<file path="src/hdl/mipds_pkg.sv">
// ----------------------------------------------------------------------------
// mipds_pkg
// Shared widths, masks, register indexes and per-beat control types for the
// 2x2 box-filter mip downsampler.
// ----------------------------------------------------------------------------
package mipds_pkg;

  localparam int PIXEL_W           = 32;
  localparam int CFG_W             = 13;
  localparam int CFG_IDX_W         = 1;
  localparam int ROW_W             = 12;
  localparam int MAX_HEIGHT        = 4096;
  localparam int DEFAULT_MAX_WIDTH = 4096;

  localparam logic [PIXEL_W-1:0] QUARTER_MASK = 32'h3f3f3f3f;
  localparam logic [PIXEL_W-1:0] HALF_MASK    = 32'h7f7f7f7f;

  localparam logic [CFG_IDX_W-1:0] REG_SOURCE_WIDTH  = 1'd0;
  localparam logic [CFG_IDX_W-1:0] REG_SOURCE_HEIGHT = 1'd1;

  typedef enum logic [2:0] {
    OP_NONE      = 3'd0,
    OP_HOLD      = 3'd1,
    OP_WRITE     = 3'd2,
    OP_EMIT_LINE = 3'd3,
    OP_EMIT      = 3'd4
  } op_t;

  typedef enum logic [1:0] {
    SRC_QUARTER = 2'd0,
    SRC_HALF    = 2'd1,
    SRC_RAW     = 2'd2
  } src_t;

  typedef struct packed {
    op_t  op;
    src_t src;
    logic add_pair;
    logic row_end;
    logic image_end;
  } ctrl_t;

endpackage

</file>
<file path="src/hdl/mipds_seq.sv">
// ----------------------------------------------------------------------------
// mipds_seq
// Holds the image size, tracks the source position, classifies each beat and
// registers it with its line buffer address for the datapath.
// ----------------------------------------------------------------------------
module mipds_seq #(
  parameter int MAX_WIDTH = mipds_pkg::DEFAULT_MAX_WIDTH,
  parameter int AW        = 11
) (
  input  logic                              clk,
  input  logic                              rst,
  input  logic                              cfg_write,
  input  logic [mipds_pkg::CFG_IDX_W-1:0]   cfg_index,
  input  logic [mipds_pkg::CFG_W-1:0]       cfg_data,
  input  logic                              sample_valid,
  output logic                              sample_ready,
  input  logic [mipds_pkg::PIXEL_W-1:0]     pixel_in,
  output logic                              s1_valid,
  output logic [mipds_pkg::PIXEL_W-1:0]     s1_pixel,
  output mipds_pkg::ctrl_t                  s1_ctrl,
  output logic [AW-1:0]                     s1_addr,
  input  logic                              s1_take
);
  import mipds_pkg::*;

  localparam int CW = $clog2(MAX_WIDTH);

  logic [CW-1:0]    last_col;
  logic [CW-1:0]    last_x;
  logic [ROW_W-1:0] last_row;
  logic [ROW_W-1:0] last_y;
  logic [CW-1:0]    last_col_next;
  logic [CW-1:0]    last_x_next;
  logic [ROW_W-1:0] last_row_next;
  logic [ROW_W-1:0] last_y_next;

  logic [CW-1:0]    col;
  logic [ROW_W-1:0] row;
  logic [CW-1:0]    x;
  logic [ROW_W-1:0] y;
  logic             accept;
  ctrl_t            ctrl;

  always_comb begin
    int unsigned wv;
    int unsigned hw;
    wv = 32'(cfg_data);
    if (wv == 0) begin
      wv = 1;
    end
    if (wv > MAX_WIDTH) begin
      wv = MAX_WIDTH;
    end
    hw = wv >> 1;
    if (hw == 0) begin
      hw = 1;
    end
    last_col_next = CW'(wv - 1);
    last_x_next   = CW'(hw - 1);
  end

  always_comb begin
    int unsigned hv;
    int unsigned hh;
    hv = 32'(cfg_data);
    if (hv == 0) begin
      hv = 1;
    end
    if (hv > MAX_HEIGHT) begin
      hv = MAX_HEIGHT;
    end
    hh = hv >> 1;
    if (hh == 0) begin
      hh = 1;
    end
    last_row_next = ROW_W'(hv - 1);
    last_y_next   = ROW_W'(hh - 1);
  end

  always_ff @(posedge clk) begin
    if (rst) begin
      last_col <= '0;
      last_x   <= '0;
      last_row <= '0;
      last_y   <= '0;
    end else if (cfg_write) begin
      if (cfg_index == REG_SOURCE_WIDTH) begin
        last_col <= last_col_next;
        last_x   <= last_x_next;
      end
      if (cfg_index == REG_SOURCE_HEIGHT) begin
        last_row <= last_row_next;
        last_y   <= last_y_next;
      end
    end
  end

  assign sample_ready = !s1_valid || s1_take;
  assign accept       = sample_valid && sample_ready;
  assign x            = col >> 1;
  assign y            = row >> 1;

  always_comb begin
    ctrl           = '0;
    ctrl.op        = OP_NONE;
    ctrl.src       = SRC_QUARTER;
    ctrl.row_end   = (x == last_x);
    ctrl.image_end = (x == last_x) && (y == last_y);
    if (x <= last_x && y <= last_y) begin
      if (y != last_y) begin
        if (x != last_x) begin
          if (!col[0]) begin
            ctrl.op = OP_HOLD;
          end else begin
            ctrl.add_pair = 1'b1;
            ctrl.op       = row[0] ? OP_EMIT_LINE : OP_WRITE;
          end
        end else if (!col[0]) begin
          ctrl.src = SRC_HALF;
          ctrl.op  = row[0] ? OP_EMIT_LINE : OP_WRITE;
        end
      end else if (!row[0]) begin
        if (x != last_x) begin
          ctrl.src = SRC_HALF;
          if (!col[0]) begin
            ctrl.op = OP_HOLD;
          end else begin
            ctrl.add_pair = 1'b1;
            ctrl.op       = OP_EMIT;
          end
        end else if (!col[0]) begin
          ctrl.src = SRC_RAW;
          ctrl.op  = OP_EMIT;
        end
      end
    end
  end

  always_ff @(posedge clk) begin
    if (rst || cfg_write) begin
      col <= '0;
      row <= '0;
    end else if (accept) begin
      if (col == last_col) begin
        col <= '0;
        row <= (row == last_row) ? '0 : row + 1'b1;
      end else begin
        col <= col + 1'b1;
      end
    end
  end

  always_ff @(posedge clk) begin
    if (rst) begin
      s1_valid <= 1'b0;
    end else if (accept) begin
      s1_valid <= 1'b1;
    end else if (s1_take) begin
      s1_valid <= 1'b0;
    end
  end

  always_ff @(posedge clk) begin
    if (accept) begin
      s1_pixel <= pixel_in;
      s1_ctrl  <= ctrl;
      s1_addr  <= x[AW-1:0];
    end
  end

endmodule

</file>
<file path="config.mk">
export PLATFORM = sky130hd
export DESIGN_NAME = mipds_seq
export DESIGN_NICKNAME = d
export VERILOG_FILES = /design/src/hdl/mipds_pkg.sv /design/src/hdl/mipds_seq.sv
export SDC_FILE = /design/constraint.sdc
export NUM_CORES = 1
export LEC_CHECK = 0
export BUFFER_PORTS_ARGS = -buffer_cell sky130_fd_sc_hd__buf_2
export CAP_MARGIN = 15
export CORE_MARGIN = 1.5
export CORE_UTILIZATION = 40
export CTS_BUF_LIST = sky130_fd_sc_hd__clkbuf_8
export CTS_CLUSTER_DIAMETER = 50
export DETAILED_ROUTE_END_ITERATION = 8
export GPL_ROUTABILITY_DRIVEN = 1
export PLACE_DENSITY_LB_ADDON = 0.15
export SYNTH_ARGS = -nofsm -noshare
export SYNTH_HDL_FRONTEND = slang
export SYNTH_SLANG_ARGS = --single-unit
</file>
<file path="constraint.sdc">
create_clock -name clk -period 3.6 [get_ports clk]
set_input_delay 0.18 -clock clk [delete_from_list [all_inputs] [get_ports clk]]
set_output_delay 0.18 -clock clk [all_outputs]
set_load 0.02 [all_outputs]
</file>
* Word level (Yosys, flattened, before mapping)
Cells that the tools add are included.
Word-level totals: output and inout bits 53, bits of input ports 51, bits in registers 124
Operators by class: $add $sub $neg 4, mux-type cells 19, bitwise operators 1, order comparisons 3, equality and inequality tests 6, reduce and logical (&&, ||, !) cells 12
Operators by type and width (number):
- 12-bit two-way mux | 3
- 32-bit by 13-bit greater-than comparator with 1-bit output (second input constant) | 1
- 32-bit logical NOT | 1
- 13-bit two-way mux | 2
- 12-bit by 1-bit adder with 12-bit output (second input constant) | 2
- 11-bit by 12-bit equality test with 1-bit output | 2
- 12-bit equality test | 2
- 11-bit by 12-bit less-or-equal comparator with 1-bit output | 2
- 11-bit by 12-bit != test with 1-bit output | 2
- 12-bit by 1-bit subtractor with 12-bit output (second input constant) | 2
- 13-bit logical NOT | 1
- 6-bit two-way mux | 2
- 5-bit two-way mux | 2
- 3-bit two-way mux | 2
- 2-bit AND reduction | 3
- 1-bit two-way mux | 5
- 2-bit two-way mux | 2
- 4-bit two-way mux | 1
- 1-bit logical AND | 3
- 1-bit logical OR | 2
- 2-bit nonzero test | 1
- 1-bit logical NOT | 1
- 1-bit inverter | 1

* Longest topological paths before layout
Gate-level depths: netlist of the first run.
depth after elaboration 7, gate-level depth with buffers 12

* Worst setup path after synthesis of the first run
No wires, ideal clock.
kind input-to-reg, start input cfg_data[10] (netlist name), end register last_x[10], path buffers 1, setup slack 1112 ps, library setup time 70 ps, arrival time 2417 ps, stages on the path 12, data required time 3530 ps, cells stage by stage or4_4 -> nor4_1 -> a21oi_1 -> nor2_1 -> inv_1 -> ha_1 -> clkbuf_1 -> nor3b_1 -> a21oi_1 -> nand3_1 -> nand2_1 -> a21oi_1
On the way: longest elaborated chain between the ends 7
RTL lines:
- start, declared | line mipds_seq.sv:14 | input logic [mipds_pkg::CFG_W-1:0] cfg_data,
- 13-bit logical NOT | line mipds_seq.sv:48 | if (wv == 0) begin
- 13-bit two-way mux * | line mipds_seq.sv:48
- 32-bit by 13-bit greater-than comparator with 1-bit output | line mipds_seq.sv:51 | if (wv > MAX_WIDTH) begin
- 13-bit two-way mux * | line mipds_seq.sv:51
- 32-bit logical NOT | line mipds_seq.sv:55 | if (hw == 0) begin
- 12-bit two-way mux * | line mipds_seq.sv:55
- 12-bit by 1-bit subtractor with 12-bit output * | line mipds_seq.sv:59 | last_x_next = CW'(hw - 1);
- end signal, assigned | line mipds_seq.sv:89 | last_x <= last_x_next;
- end, declared | line mipds_seq.sv:29 | logic [CW-1:0] last_x;
Every way passes the cells marked *; elsewhere a longest branch is shown, timed or not. A chain may end at the register's enable or synchronous reset.

* Worst setup path after layout of the first run
start input cfg_data[10] (netlist name), end register last_x[8]
Same word-level chain as after synthesis.

==> results of run 1 <==
-- worst min-delay path: stages --
cell,delay [ns]
buf_2,0.16
inv_1,0.10
a21oi_1,0.07
-- cells in the final DEF, fill, tap and decap left out, types with 8 or more instances in the layout --
cell,count
a211oi_1,38
a21oi_1,26
buf_2,103
clkbuf_8,17
dfxtp_1,73
dlygate4sd3_1,32
edfxtp_1,51
ha_1,29
inv_1,36
nand2_1,39
nand2b_1,8
nand3_1,21
nand4_1,13
nor2_1,71
nor3_1,10
nor4_1,18
o21ai_0,10
or3_1,8
xnor2_1,21
xor2_1,19
-- power breakdown --
group / total [mW] / switching, mW / internal (mW)
registers: 1.58 / 0.0372 / 1.54
clock network: 1.21 / 0.589 / 0.623
logic: 0.478 / 0.300 / 0.178
-- metal layers --
layer  vias up  share of wire, %  GRT usage (%)
met5         -                 0              0
met4         0               1.7          7.235
met3        18               5.8          4.588
met2       157                47          32.48
met1      2306                46          24.60
li1       2473                 -              -
-- timing repair --
item / in CTS / in global routing
hold buffers: 32 / 0
hold endpoints to repair: 32 / 0
resized for setup: 0 / 0
-- state kept, by name, indices dropped and copies added, names as in the netlist --
signal    count
last_y       12
last_x       12
s1_pixel     32
s1_addr      11
s1_valid      1
last_row     12
col          12
last_col     12
row          12
s1_ctrl       8
-- through the flow --
stage | worst slack, ns | hold WS, ns | power (mW)
2_1_floorplan | 1.112 | 0.2789 | 1.913
3_3_place_gp | 0.7260 | 0.3567 | 2.054
3_5_place_dp | 0.6698 | 0.3584 | 2.063
4_1_cts | 1.136 | 0.08417 | 3.304
5_1_grt | 0.8952 | 0.1139 | 3.414
6_report | 1.113 | 0.1210 | 3.269
-- Yosys cell counts (all sizes together) (19+ instances only) --
cell	n	area, um^2
xor2	19	166.4
nor2	71	266.5
clkbuf	30	112.6
ha	29	362.9
nand3	22	115.1
edfxtp	51	1531
nand2	39	146.4
dfxtp	73	1461
nor4	21	167.7
a21oi	26	130.1
inv	37	138.9
a211oi	40	310.3
xnor2	22	200.2
-- worst paths after layout --
path / endpoint / from
max: last_x[8] / cfg_data[10]
min: s1_valid / sample_valid
max reg2reg: s1_ctrl[5] / last_x[10]
min reg2reg: last_y[10] / last_y[10]
-- layout make-up --
type | count | share of cell area (%)
Clock buffer | 17 | 3.143
Clock inverter | 15 | 2.219
Inverter | 38 | 1.916
Multi-Input combinational cell | 415 | 37.69
Sequential cell | 124 | 40.21
Tap cell | 184 | 3.093
Timing Repair Buffer | 140 | 11.73
-- kinds of logic after synthesis --
logic type               Yosys count  share of synthesized area (%)
buffers and inverters             72                          4.495
XOR/XNOR                          41                          6.041
multiplexers                       5                         0.8454
flip-flops                       124                          49.32
adder cells (fa/ha/maj)           30                          6.144
AO/OA/AOI/OAI                    116                          14.06
AND/OR/NAND/NOR                  223                          19.09
==> results.py, run 1 <==
metrics = {
    "floorplanning": {
        "start_util_pct": 41.28,
        "rows": 44,
        "num_io_pins": 104,
        "core_area_um2": 14700,
        "die_h_um": 126.2,
        "die_x_um": 126.2,
        "die_area_um2": 15920,
    },
    "drt": {
        "initialDrtViolationCount": 372,
        "vias": 4954,
        "route.detailed.drc": 0,
        "antenna_left": 0,
        "viasPerCell": 5.310,
        "wl_per_cell_um": 16.18,
        "firstDrtPassIters": 4,
        "finalWirelength_mm": 15.10,
    },
    "finish": {
        "multi_input_area_um2": 2805,
        "antenna_cells": 0,
        "fin_nets": 816,
        "design_area_um2": 7443,
        "fin_cells": 933,
        "seqCellArea_um2": 2993,
        "drive_gt1_share_pct": 20.96,
        "area_delta_synth_final_pct": 22.66,
        "final_core_util_pct": 50.64,
        "nFillCells": 1329,
    },
    "placement": {
        "place_inst": 869,
        "place_area_um2": 6724,
        "dp_hpwl_mm": 11.02,
        "gp_congestion": 0.8514,
        "port_buffers": 103,
    },
    "outcome": {
        "status": "finished, final reports clean",
    },
    "global_routing": {
        "grt_overflow_total": 0,
        "grt_pass1_wl_mm": 24.03,
        "antenna_found_initial": 0,
        "grt_pass1_vias": 4742,
        "grt_usage_pct": 19.46,
        "grt_max_degree": 55,
    },
    "critical_path": {
        "critPathSlowestCell": "or4_4",
        "crit_chain": "buf_2, or4_4, nor4_1, a21oi_1, nor2_1, inv_1, ha_1, nand2b_1, o311ai_0, nand3_1, nand2_1, a21oi_1",
        "critical_path_buf_inv_count": 2,
        "crit_path_max_incr_delay_ns": 0.59,
        "cp_common_cell": "a21oi_1",
        "cp.depth": 12,
        "crit_path_start_kind": "input port",
        "r2r_slack_ns": 1.27,
        "arrival_ns": 2.80,
        "cp_max_fo": 13,
        "path_class": "in -> reg",
        "crit_path_end_kind": "flop",
        "critPathTopFamily": "simple AND/OR/NAND/NOR gates",
        "critPathRequiredTime_ns": 3.91,
        "r2r_cells": 7,
    },
    "sta": {
        "final_hold_viol_count": 0,
        "skew_ns": 0.009768,
        "period_minus_slack_ns": 2.487,
        "setup_tns_ns": 0,
        "tightest_slew_ns": 1.065,
        "rsz0062_at_grt": "false",
        "max_freq_mhz": 402.1,
        "relSlewSlack_pct": 28.91,
        "fin_crit_sh_pct": 69.08,
        "finalSetupViolations": 0,
        "finalMaxSlewViolations": 0,
    },
    "clock_tree": {
        "clkSinkCount": 124,
        "cts_made_buffers": 17,
        "cts_max_path_buffers": 2,
        "h-tree-depth": 4,
        "cts_tree": "done",
        "clk_latency_ns": 0.44,
        "cts_root_buf": "clkbuf_8",
        "clkSlewWorstSetupHoldPaths_ns": 0.08,
        "cts_post_setup_buffers_inserted": 0,
    },
    "yosys": {
        "syn_area_um2": 6068,
        "yosys_warnings": 0,
        "synth-main-ff-cell": "dfxtp_1",
        "ys_types": 62,
        "synth_edf_count": 51,
        "ys_seq_area_share_pct": 49.32,
        "synth-async-reset-ratio_pct": 0,
        "synth_fp_nets": 691,
        "netlist_instances": 611,
        "yosys_register_bits": 124,
        "syn_avg_cell_area_um2": 9.932,
    },
    "power": {
        "ir_worst_vdd_uv": 206.6,
        "p_per_area_nw_per_um2": 439.2,
        "p_leak_nw": 2.869,
    },
    "min_path": {
        "min_path_type": "in -> reg",
        "min_path_cells": 3,
    },
    "run": {
        "drv_cap": 0,
    },
}
Power figures use the tool's default switching activity.
==> inputs of run 2 (changes only) <==
ABC_AREA = 1   (was default)
clock period = 2.5 ns   (was 3.6 ns; I/O delays follow)
==> results.py, run 2 <==
metrics = {
    "outcome": {
        "status": "finished, final reports clean",
    },
    "finish": {
        "multi_input_area_um2": 2700,
        "area_delta_synth_final_pct": 23.82,
        "largest_reg_flops": 32,
        "fin_nets": 973,
        "antenna_cells": 0,
        "seqCellArea_um2": 2993,
        "final_cell_mix": "121 x nand2_1, 119 x inv_1, 103 x buf_2",
        "regMostFlops": "s1_pixel",
        "nFillCells": 1459,
        "drive_gt1_share_pct": 18.87,
        "final_common_cell": "nand2_1",
    },
    "sta": {
        "fin_ws_ns": 0.2981,
        "tightest_slew_ns": 0.6569,
        "finalSetupViolations": 0,
        "relSlewSlack_pct": 56.21,
        "max_freq_mhz": 454.1,
        "rsz0062_at_grt": "false",
        "skew_ns": 0.01239,
        "finalMaxSlewViolations": 0,
        "fin_crit_sh_pct": 88.08,
        "final_hold_viol_count": 0,
        "period_minus_slack_ns": 2.202,
        "holdWs_ns": 0.04008,
        "setup_tns_ns": 0,
    },
    "floorplanning": {
        "rows": 45,
        "core_area_um2": 15200,
        "die_area_um2": 16330,
        "die_h_um": 127.8,
        "die_x_um": 127.8,
        "start_util_pct": 40.97,
        "num_io_pins": 104,
    },
    "min_path": {
        "min_path_type": "in -> reg",
    },
    "yosys": {
        "synth_edf_count": 51,
        "yosys-top-cells-area": "edfxtp_1 25%, dfxtp_1 23%, nand2_1 7.3%",
        "ys_types": 46,
        "netlist_instances": 749,
        "yosysMostFrequentCell": "nand2_1",
        "synth_top_area_share_pct": 24.59,
        "synth_fp_nets": 829,
        "yosys_warnings": 0,
        "yosys-top-cells-count": "121 x nand2_1, 119 x inv_1, 93 x nor2_1, 73 x dfxtp_1, 51 x edfxtp_1",
        "yosys_register_bits": 124,
        "synth-main-ff-cell": "dfxtp_1",
        "synth_top_area_cell": "edfxtp_1",
        "syn_avg_cell_area_um2": 8.316,
        "syn_area_um2": 6228,
        "synth-async-reset-ratio_pct": 0,
        "ys_seq_area_share_pct": 48.05,
    },
    "clock_tree": {
        "clkSinkCount": 124,
        "clkSlewWorstSetupHoldPaths_ns": 0.08,
        "cts_made_buffers": 17,
        "cts_max_path_buffers": 2,
        "clk_latency_ns": 0.45,
        "cts_tree": "done",
        "cts_post_setup_buffers_inserted": 0,
        "h-tree-depth": 4,
        "cts_root_buf": "clkbuf_8",
    },
    "drt": {
        "vias": 5354,
        "antenna_left": 0,
        "route.detailed.drc": 0,
        "firstDrtPassIters": 7,
        "finalWirelength_mm": 15.77,
        "wl_per_cell_um": 14.42,
        "viasPerCell": 4.894,
        "initialDrtViolationCount": 344,
    },
    "critical_path": {
        "critPathRequiredTime_ns": 2.70,
        "r2r_cells": 9,
        "critPathSlowestCell": "dfxtp_1",
        "arrival_ns": 2.40,
        "cp.depth": 9,
        "crit_chain": "ha_1, nand4_1, inv_1, nand3_1, inv_1, a31oi_2, nor2_1, nor2_1, nor2_1",
        "critical_path_buf_inv_count": 2,
        "path_class": "reg -> reg",
        "reg2reg_to": "s1_ctrl[5]",
        "crit_path_end_kind": "flop",
        "cp_max_fo": 6,
        "setup.worst_path.end": "s1_ctrl[5]",
        "cp_common_cell": "nor2_1",
        "crit_path_start": "col[8]",
        "crit_path_max_incr_delay_ns": 0.48,
        "critPathTopFamily": "simple AND/OR/NAND/NOR gates",
        "regToRegStartpoint": "col[8]",
        "crit_path_start_kind": "flop",
        "r2r_slack_ns": 0.30,
    },
    "power": {
        "p_per_area_nw_per_um2": 637.9,
        "p_leak_nw": 3.642,
        "p_total_mw": 4.919,
        "ir_worst_vdd_uv": 344.5,
    },
    "placement": {
        "gp_congestion": 0.8616,
        "dp_slack_ns": 0.2048,
        "dp_hpwl_mm": 11.61,
        "port_buffers": 103,
    },
    "global_routing": {
        "grt_max_degree": 54,
        "grt_overflow_total": 0,
        "grt_pass1_wl_mm": 24.74,
        "antenna_found_initial": 0,
        "grt_pass1_vias": 5043,
        "grt_usage_pct": 19.71,
    },
    "run": {
        "drv_cap": 0,
    },
}
-- run 2: metrics by stage --
step / util, % / instance area, um^2 / cells
2_1_floorplan: - / 6228 / 749
3_3_place_gp: 45.68 / 6944 / 1029
3_5_place_dp: 45.68 / 6944 / 1029
4_1_cts: 50.69 / 7706 / 1094
5_1_grt: 50.73 / 7712 / 1094
6_report: 50.73 / 7712 / 1094
-- run 2: area by class of cell --
type                    instances  area share, %
flip-flops and latches        124          38.81
multi-input cells             484          35.01
repair buffers                141          11.45
inverters                     125          6.084
well taps                     188          3.050
clock buffers                  17          3.034
clock inverters                15          2.563
-- run 2: where the power goes --
group	internal (mW)	total, mW	switching, mW	leakage (nW)
sequential	2.22	2.27	0.0445	1.10
combinational	0.259	0.731	0.472	2.32
clock	1.02	1.92	0.897	0.220
total	3.51	4.92	1.41	3.64
-- run 2: worst min-delay path: stages --
cell and delay [ns]:
buf_2 0.08, nand2_2 0.10, a21oi_1 0.13
-- run 2: cells by family (layout without fill, tap and decap cells) --
kind of cell,after synthesis,in the layout,synth area share [%]
and+or+nand+nor,318,318,23.20
adders and majority gates,29,29,5.826
DFF,124,124,48.05
AOI/OAI and AO/OA,98,98,8.578
buffers and inverters,141,298,8.738
xor gates and xnor gates,39,39,5.605
-- run 2: metal layers --
layer	routed length (um)	up-vias	global-route usage, %	part of all wire (%)
met5	0	-	0	0
met4	549	0	9.782	3.5
met3	996	39	5.634	6.3
met2	7295	183	32.89	46
met1	6932	2411	23.26	44
li1	-	2721	-	-
-- run 2: what timing repair did --
| item | CTS | global route |
|---|---|---|
| hold endpoints to repair | 33 | 0 |
| resized for setup | 0 | 1 |
| setup endpoints to repair | 0 | 3 |
| hold buffers | 33 | 0 |
-- run 2: worst min-delay path by stage --
stage / start / end / slack [ns] / depth (start not counted)
after floorplan: pixel_in[0] / s1_pixel[0] / 0.22 / 0
final: sample_valid / s1_valid / 0.04 / 3
after detailed placement: pixel_in[21] / s1_pixel[21] / 0.30 / 1
after global routing: sample_valid / s1_valid / 0.03 / 3
after global placement: pixel_in[21] / s1_pixel[21] / 0.30 / 1
after CTS: sample_valid / s1_valid / 0.01 / 3
==> inputs of run 3 (changes only) <==
RECOVER_POWER = 25   (was default)
==> results.py, run 3 (synthesized netlist as in run 2, its figures left out) <==
metrics = {
    "finish": {
        "area_delta_synth_final_pct": 23.36,
        "antenna_cells": 0,
        "design_area_um2": 7684,
        "regMostFlops": "s1_pixel",
        "fin_cells": 1094,
        "drive_gt1_share_pct": 17.55,
        "final_core_util_pct": 50.54,
        "largest_reg_flops": 32,
        "final_cell_mix": "123 x nand2_1, 119 x inv_1, 93 x buf_2",
        "final_common_cell": "nand2_1",
        "fin_nets": 973,
    },
    "global_routing": {
        "antenna_found_initial": 0,
        "grt_max_degree": 54,
        "grt_pass1_vias": 5043,
        "grt_usage_pct": 19.71,
        "grt_overflow_total": 0,
        "grt_pass1_wl_mm": 24.74,
    },
    "floorplanning": {
        "num_io_pins": 104,
        "start_util_pct": 40.97,
        "die_x_um": 127.8,
        "rows": 45,
        "die_area_um2": 16330,
        "core_area_um2": 15200,
        "die_h_um": 127.8,
    },
    "sta": {
        "tightest_slew_ns": 0.8637,
        "final_hold_viol_count": 0,
        "finalSetupViolations": 0,
        "max_freq_mhz": 455.1,
        "fin_crit_sh_pct": 87.89,
        "period_minus_slack_ns": 2.197,
        "skew_ns": 0.01146,
        "relSlewSlack_pct": 41.67,
        "setup_tns_ns": 0,
        "rsz0062_at_grt": "false",
        "finalMaxSlewViolations": 0,
        "fin_ws_ns": 0.3028,
        "holdWs_ns": 0.06235,
    },
    "critical_path": {
        "cp_common_cell": "nor2_1",
        "regToRegStartpoint": "col[8]",
        "r2r_cells": 9,
        "r2r_slack_ns": 0.30,
        "reg2reg_to": "s1_ctrl[5]",
        "crit_path_max_incr_delay_ns": 0.48,
        "path_class": "reg -> reg",
        "crit_path_end_kind": "flop",
        "cp_max_fo": 6,
        "critPathSlowestCell": "dfxtp_1",
        "crit_path_start_kind": "flop",
        "critPathRequiredTime_ns": 2.70,
        "arrival_ns": 2.39,
        "crit_chain": "ha_1, nand4_1, inv_1, nand3_1, inv_1, a31oi_2, nor2_1, nor2_1, nor2_1",
    },
    "clock_tree": {
        "cts_max_path_buffers": 2,
        "clkSinkCount": 124,
        "h-tree-depth": 4,
        "cts_root_buf": "clkbuf_8",
        "clk_latency_ns": 0.44,
        "cts_post_setup_buffers_inserted": 0,
        "clkSlewWorstSetupHoldPaths_ns": 0.08,
        "cts_tree": "done",
        "cts_made_buffers": 17,
    },
    "min_path": {
        "whs_endpoint": "row[1]",
        "min_path_type": "in -> reg",
        "hp-start": "rst",
        "min_path_cells": 4,
    },
    "power": {
        "p_clk_share_pct": 39.1,
        "intPower_mw": 3.502,
        "seq_power_share_pct": 46.2,
        "p_per_area_nw_per_um2": 639.3,
        "p_total_mw": 4.912,
        "ir_worst_vdd_uv": 343.8,
        "combPwrFrac_pct": 14.8,
        "swShare_pct": 28.71,
        "p_leak_nw": 3.612,
        "p_sw_mw": 1.410,
    },
    "placement": {
        "place_inst": 1029,
        "dp_hpwl_mm": 11.61,
        "place_area_um2": 6944,
        "dp_slack_ns": 0.2048,
        "port_buffers": 103,
        "gp_congestion": 0.8616,
    },
    "drt": {
        "vias": 5351,
        "wl_per_cell_um": 14.39,
        "firstDrtPassIters": 5,
        "initialDrtViolationCount": 355,
        "antenna_left": 0,
        "viasPerCell": 4.891,
        "finalWirelength_mm": 15.74,
        "route.detailed.drc": 0,
    },
    "outcome": {
        "status": "finished, final reports clean",
    },
    "run": {
        "drv_cap": 0,
    },
}
## run 3: changes by cell type in the layout (fill, tap and decap cells not counted), sizes merged
cell    change
buf        -10
clkbuf     +10
## run 3: worst max-delay path, delay by kind of cell, from the launching register on
family | cells | cell delay (ns)
buffers and inverters | 2 | 0.24
AOI/OAI and AO/OA | 1 | 0.27
adders and majority gates | 1 | 0.32
DFF | 1 | 0.48
and+or+nand+nor | 5 | 0.64
## run 3: timing repair
action                                  4_1_cts  5_1_grt
hold buffers                                 33        0
hold endpoints to repair                     33        0
resized for setup                             0        1
endpoints found under the setup margin        0        3
## run 3: worst max path at each step
stage                startpoint          to
finish                   col[8]  s1_ctrl[5]
global route        cfg_data[1]   last_x[2]
CTS                      col[6]  s1_ctrl[5]
detailed placement       col[6]  s1_ctrl[5]
global placement         col[8]  s1_ctrl[5]
floorplan              s1_valid     col[10]
## run 3: layout make-up
class	instances	area [um^2]
fillers	1469	7518
flip-flops and latches	124	2993
multi-input cells	484	2683
repair buffers	141	872.1
inverters	125	469.2
well taps	188	235.2
clock buffers	17	234.0
clock inverters	15	197.7
## run 3: power groups by stage
stage	registers, mW	logic, mW	clock network (mW)
2_1_floorplan	2.38	0.394	0
3_3_place_gp	2.31	0.678	0
3_5_place_dp	2.31	0.687	0
4_1_cts	2.27	0.730	1.96
5_1_grt	2.28	0.810	2.05
6_report	2.27	0.725	1.92
## run 3: routing by layer
metal  wire, um  global-route usage [%]  part of all wire, %  vias up
li1           -                       -                    -     2720
met4        545                   9.782                  3.5        0
met5          0                       0                    0        -
met2       7259                   32.89                   46      190
met3       1024                   5.634                  6.5       39
met1       6912                   23.26                   44     2402
